===== config.mk =====
export PLATFORM = sky130hd
export DESIGN_NAME = msel_cell
export DESIGN_NICKNAME = d
export VERILOG_FILES = /design/src/hw/rtl/msel_pkg.sv /design/src/hw/rtl/msel_cell.sv
export SDC_FILE = /design/constraint.sdc
export NUM_CORES = 1
export LEC_CHECK = 0
export BUFFER_PORTS_ARGS = -buffer_cell sky130_fd_sc_hd__buf_2
export CORE_MARGIN = 8
export CORE_UTILIZATION = 45
export DETAILED_ROUTE_END_ITERATION = 7
export PLACE_DENSITY = 0.78
export SLEW_MARGIN = 25
export SYNTH_ARGS = -nofsm -noshare
export SYNTH_HDL_FRONTEND = slang
export SYNTH_SLANG_ARGS = --single-unit

===== constraint.sdc =====
create_clock -name clk -period 4.25 [get_ports clk]
set_clock_uncertainty 0.05 [all_clocks]
set_input_delay 0.425 -clock clk [delete_from_list [all_inputs] [get_ports clk]]
set_output_delay 0.425 -clock clk [all_outputs]
set_load 0.01 [all_outputs]

===== src/hw/rtl/msel_pkg.sv =====
// ----------------------------------------------------------------------------
// msel_pkg
// Shared types and constants for the median select core.
// ----------------------------------------------------------------------------
package msel_pkg;

    localparam int MSEL_MAX_ITEMS = 256;
    localparam int MSEL_DATA_W    = 32;

    typedef struct packed {
        logic [MSEL_DATA_W-1:0] sample_value;
        logic                   set_end;
    } msel_in_t;

    typedef struct packed {
        logic [MSEL_DATA_W-1:0] median_value;
        logic                   run_end;
        logic                   capacity_exceeded;
    } msel_out_t;

    typedef struct packed {
        logic load;
        logic shift;
    } msel_ctrl_t;

endpackage


===== src/hw/rtl/msel_cell.sv =====
// ----------------------------------------------------------------------------
// msel_cell
// One slot of the sorted chain: insert by compare against the broadcast
// value, or shift toward slot zero for readout.
// ----------------------------------------------------------------------------
module msel_cell
    import msel_pkg::*;
(
    input  logic                   clk,
    input  msel_ctrl_t             ctrl,
    input  logic [MSEL_DATA_W-1:0] sample,
    input  logic                   occupied,
    input  logic [MSEL_DATA_W-1:0] left_val,
    input  logic                   left_gt,
    input  logic [MSEL_DATA_W-1:0] right_val,
    output logic [MSEL_DATA_W-1:0] val,
    output logic                   gt
);

    logic [MSEL_DATA_W-1:0] val_reg;
    logic [MSEL_DATA_W-1:0] val_next;

    // unoccupied slots rank above any value
    assign gt  = ~occupied | (val_reg > sample);
    assign val = val_reg;

    always_comb
    begin
        val_next = val_reg;
        if (ctrl.load)
        begin
            if (left_gt)
            begin
                val_next = left_val;
            end
            else if (gt)
            begin
                val_next = sample;
            end
        end
        else if (ctrl.shift)
        begin
            val_next = right_val;
        end
    end

    always_ff @(posedge clk)
    begin
        val_reg <= val_next;
    end

endmodule


==> results of run 1 <==
## per-layer routing
layer | global-route usage | wire length (microns)
met1 | 0.1877 | 2882
met2 | 0.3178 | 3625
met3 | 0.04821 | 361
met4 | 0.05687 | 130
met5 | 0 | 0
## metrics by stage
step | instance area, sq um | utilization | cells
3_5_place_dp | 3188 | 0.5898 | 454
6_report | 3279 | 0.6067 | 462
4_1_cts | 3264 | 0.6039 | 461
3_3_place_gp | 3188 | 0.5898 | 454
2_1_floorplan | 2461 | - | 258
5_1_grt | 3279 | 0.6067 | 462
## layout make-up
class,instances,area (sq um)
Multi-Input combinational cell,182,1333
Clock buffer,5,68.82
Clock inverter,2,7.507
Inverter,33,123.9
Sequential cell,32,960.9
Tap cell,72,90.09
Timing Repair Buffer,136,695.7
Fill cell,501,2126
## logic make-up after synthesis
group	after synthesis	share of synthesized area
simple gates	58	0.1103
mux	32	0.1301
flops	32	0.3904
buf+inv	44	0.07270
fa+ha+maj	32	0.1627
compound gates	60	0.1337
## power groups by stage
stage	sequential (mW)	clock, mW	combinational [mW]
6_report	0.405	0.213	0.273
5_1_grt	0.409	0.232	0.309
2_1_floorplan	0.427	0	0.137
3_5_place_dp	0.412	0	0.272
3_3_place_gp	0.410	0	0.263
4_1_cts	0.406	0.221	0.273
## final timing paths
check                     from  endpoint  slack [ns]
setup reg to reg       val[31]    val[9]        1.60
hold / removal    right_val[7]    val[7]        0.41
hold reg to reg        val[28]   val[31]        1.19
setup / recovery        val[5]        gt        1.50
## worst min-delay path: stages
cell	delay (ns)
buf_2	0.08
nor2_1	0.03
a21oi_1	0.09
## layout by cell type, fill, tap and decap left out, types with 2 or more instances in the layout
cell	synthesis	routed
a21oi_1	47	46
nand2_1	5	5
mux2i_1	32	32
nand4_1	6	6
clkbuf_8	0	5
inv_1	33	33
clkinv_1	0	2
a21o_1	2	2
o21ai_1	2	2
ha_1	32	32
buf_2	2	133
edfxtp_1	32	32
nand3_1	4	4
buf_4	3	2
nor3_1	4	4
nor2_1	34	34
==> results.md, run 1 <==
- Outcome: finished, final reports clean
- Unrepaired setup endpoints after global routing: false
- Max Cap Violations: 0
- Slew at the pin with the worst max-slew slack: 0.6284 ns
- Largest fanout on the critical path: 2
- Length of the first detailed-routing pass in iterations: 4
- CP delay by family, top: compound AO/OA/AOI/OAI gates
- Worst-case vdd ir drop: 0.1959 mV
- Number of buffers between clock root and the deepest sink: 2
- Worst r2r path cells: 6
- Count of final max-slew check failures: 0
- Cell types occupying the most area after synthesis: edfxtp_1 39%, ha_1 16%, mux2i_1 13%
- Nets: 523
- Count of port buffers added during placement: 133
- Fraction of layout instances using a drive strength above 1: 0.3692
- Share of total power in combinational logic: 0.306
- Initial core utilization: 0.4553
- Vias after detailed routing: 2352
- Class of the worst hold path: in -> reg
- Placer congestion estimate: 0.7671
- Dominant cell type by area after synthesis: edfxtp_1
- Vias/cell: 5.091
- Sequential power share: 0.455
- Sequential area share after synthesis: 0.3904
- Worst Hold Path Cells: 3
- Count of H-tree levels built during CTS: 2
- Number of clock sinks seen by CTS: 32
- Post-CTS Setup Repair Bufs: 0
- Wire length after detailed routing: 7001 microns
- Setup Viol. Count Final: 0
- Wire length of the first global-routing pass: 11760 microns
- Placeable core region: 5405 sq um
- Commonest cells in the synthesized netlist: 47 x a21oi_1, 34 x nor2_1, 33 x inv_1
- Residual DRC count: 0
- Worst path required time: 3.77 ns
- Overall die area: 8092 sq um
- Clock tree from TritonCTS: yes
- GRT Util Overall: 0.1738
- Mapped Cells: 258
- Setup tns final: 0 ns
- Max transition margin: 0.5756
- Share of the synthesized area in the top cell type: 0.3904
- Logic depth of the worst path, buffers included: 7
- Post-Place Setup Slack: 1.264 ns
- Main flop type after synthesis: edfxtp_1
- Final antenna-violating net count: 0
- Type of the worst setup path: reg -> out
- Initial antenna violation count: 0
- Nature of the critical path endpoint: output pin
- Total of cells resized after clock tree synthesis: 0
- Worst skew pair latency: 0.28 ns
- Critical path startpoint category: register
- Clock network fraction of design power: 0.239
- Average size of a mapped cell: 9.539 sq um
- Total power per unit cell area: 271.8 nW/um^2
- Worst path max stage delay: 0.62 ns
- Area added between synthesis and finish: 33.25%
- Vertical die dimension: 89.96 microns
- Share of synthesized flip-flops with an asynchronous set or reset: 0
- Root Driver: clkbuf_8
- Overall power: 0.8912 mW
- Number of synthesized flops with an enable pin: 32
- Crit path time final: 2.750 ns
- Diode insertion count for antenna repair: 0
- Critical-path cell list: ha_1 > a21o_1 > nand3_1 > a211oi_1 > o41ai_1 > a21oi_1 > buf_2
- Post-route worst hold slack: 0.4122 ns
- Sw frac: 0.3015
- Die X: 89.96 microns
- Post-synthesis instance area: 2461 sq um
- Power Internal: 0.6225 mW
- Hold violation count in the final report: 0
- Via count of the first global-routing pass: 2577
- Max reg flops: 32
- Register bit total from synthesis: 32
- Number of buffer and inverter stages on the critical path: 1
- Leakage: 1.698 nW
- Count of hold-fix buffers inserted at cts: 0
- Critical path arrival: 2.27 ns
- I/O pin count: 134
- Number of buffers created by CTS: 5
- Iter 0 DRT Violations: 59
- Slowest cell on the critical path: o41ai_1
- Leading cell type by number of instances after synthesis: a21oi_1
- Row count: 27
- Detail Placement HPWL: 5762 microns
- Post-route fraction of the period consumed by the critical path: 0.6470
- Number of library cell types mapped by synthesis: 30
- PnR worst setup slack: 1.500 ns
- Maximum achievable frequency: 363.7 MHz
- Total nets after synthesis: 391
- Overflow left after global routing: 0
- Reg clk slew, reported paths: 0.06 ns
- Largest net degree at the start of global routing: 45
- Routed length per placed instance: 15.15 microns
- Net Sw Power: 0.2687 mW
- Total of warnings raised by yosys: 0
Power figures use the tool's default switching activity.
==> run 2: changes to the inputs <==
==> constraint.sdc (replaced) <==
create_clock -name clk -period 2.65 [get_ports clk]
set_clock_uncertainty 0.05 [all_clocks]
set_input_delay 0.265 -clock clk [delete_from_list [all_inputs] [get_ports clk]]
set_output_delay 0.265 -clock clk [all_outputs]
set_load 0.01 [all_outputs]
==> results.md, run 2 (synthesis gave the netlist of run 1 again) <==
- Outcome: finished, final reports clean
- Overall die area: 8092 sq um
- Reg clk slew, reported paths: 0.07 ns
- Fraction of layout instances using a drive strength above 1: 0.3842
- Die X: 89.96 microns
- Leading cell type in the layout, fill and taps excluded: buf_2
- Total power per unit cell area: 460.8 nW/um^2
- Worst path required time: 2.34 ns
- Area added between synthesis and finish: 36.81%
- Worst Hold Path Cells: 3
- Initial core utilization: 0.4553
- Gr busiest metal: met2
- Endpoint with the worst hold slack: val[0]
- Global routing usage on met2: 0.3258
- Max reg flops: 32
- Crit path time final: 2.534 ns
- Length of the first detailed-routing pass in iterations: 4
- Max Cap Violations: 0
- Top library cells by usage in the layout, fill and taps aside: 133 x buf_2, 46 x a21oi_1, 34 x nor2_1, 33 x inv_1
- Placeable core region: 5405 sq um
- Critical path arrival: 2.22 ns
- Setup tns final: 0 ns
- Clock tree from TritonCTS: yes
- Setup Viol. Count Final: 0
- Met1 Track Usage GR: 0.1809
- Critical path startpoint category: register
- Initial antenna violation count: 0
- Hold violation count in the final report: 0
- Residual DRC count: 0
- Wire length of the first global-routing pass: 11720 microns
- Final antenna-violating net count: 0
- Routed length per placed instance: 15.50 microns
- Vias after detailed routing: 2312
- Slew at the pin with the worst max-slew slack: 0.5697 ns
- I/O pin count: 134
- Root Driver: clkbuf_8
- FF/Latch Area: 960.9 sq um
- R2R setup slack: 0.16 ns
- Footprint of the multi-input gates: 1390 sq um
- Number of instances in the placed design: 456
- Placer congestion estimate: 0.7479
- Nets: 525
- Nature of the critical path endpoint: output pin
- Post-route fraction of the period consumed by the critical path: 0.9562
- Diode insertion count for antenna repair: 0
- Worst r2r path cells: 5
- Number of buffers between clock root and the deepest sink: 2
- Worst Min Path Start: right_val[0]
- Worst flop-to-flop path startpoint: val[14]
- Leakage: 1.744 nW
- Count of hold-fix buffers inserted at cts: 0
- Vias/cell: 4.972
- Number of clock sinks seen by CTS: 32
- Count of final max-slew check failures: 0
- Worst-case vdd ir drop: 0.4745 mV
- Vertical die dimension: 89.96 microns
- Count of H-tree levels built during CTS: 2
- Count of port buffers added during placement: 133
- Number of buffers created by CTS: 5
- Overall power: 1.552 mW
- Row count: 27
- Via count of the first global-routing pass: 2554
- Share of the core filled with cells: 0.6229
- Finished Layout Cells: 465
- Overflow left after global routing: 0
- Largest net degree at the start of global routing: 45
- Iter 0 DRT Violations: 81
- Detail Placement HPWL: 5777 microns
- Type of the worst setup path: reg -> out
- Maximum achievable frequency: 394.6 MHz
- Max transition margin: 0.6193
- Class of the worst hold path: in -> reg
- GRT Util Overall: 0.1765
- Destination of the worst register-to-register timing path: val[7]
- Wire length after detailed routing: 7206 microns
- Worst skew pair latency: 0.28 ns
- Largest fanout on the critical path: 3
- GR met3 Demand/Resource: 0.06068
- Number of fill cells: 485
run 2: repair_timing:
action / in CTS / in global routing
cloned: 1 / 0
pin swaps: 0 / 3
setup buffers: 0 / 0
resized for setup: 3 / 4
endpoints found under the setup margin: 33 / 33
run 2: worst max-delay path: stages, from the launching register on:
cell and delay [ns]:
edfxtp_1 0.40, ha_1 0.31, nand4_1 0.20, a211oi_1 0.45
o41ai_4 0.19, a21oi_1 0.22, buf_2 0.17
run 2: power by group:
part | leakage (nW) | total (mW) | switching (mW) | internal [mW]
Sequential | 0.317 | 0.650 | 0.0264 | 0.623
Clock | 0.0532 | 0.453 | 0.179 | 0.274
Combinational | 1.37 | 0.449 | 0.244 | 0.205
Total | 1.74 | 1.55 | 0.450 | 1.10
run 2: worst max-delay path by stage:
| stage | from | to | depth (start not counted) |
|---|---|---|---|
| 5_1_grt | val[14] | gt | 6 |
| 3_3_place_gp | sample[13] | val[17] | 8 |
| 6_report | val[14] | gt | 6 |
| 2_1_floorplan | val[30] | val[0] | 5 |
| 4_1_cts | val[14] | gt | 7 |
| 3_5_place_dp | val[14] | val[13] | 6 |
run 2: layout make-up:
class | count | area share
Multi-Input combinational cell | 183 | 0.4129
Sequential cell | 32 | 0.2854
Timing Repair Buffer | 137 | 0.2066
Inverter | 33 | 0.03679
Tap cell | 72 | 0.02676
Clock buffer | 5 | 0.02044
Clock inverter | 3 | 0.01115
run 2: through the flow:
stage                     area, sq um  hold slack [ns]  worst slack, ns
after floorplan                  2472           0.4406           0.2070
after global placement           3203           0.5343         -0.08111
after detailed placement         3203           0.5352          -0.1658
after CTS                        3344           0.2386          0.02714
after global routing             3367           0.2350         -0.01710
final                            3367           0.2488           0.1160
run 2: routing by layer:
metal | vias to the layer above | part of all wire
met5 | - | 0
met4 | 0 | 0.014
met3 | 6 | 0.056
met2 | 63 | 0.53
met1 | 1042 | 0.40
li1 | 1201 | -
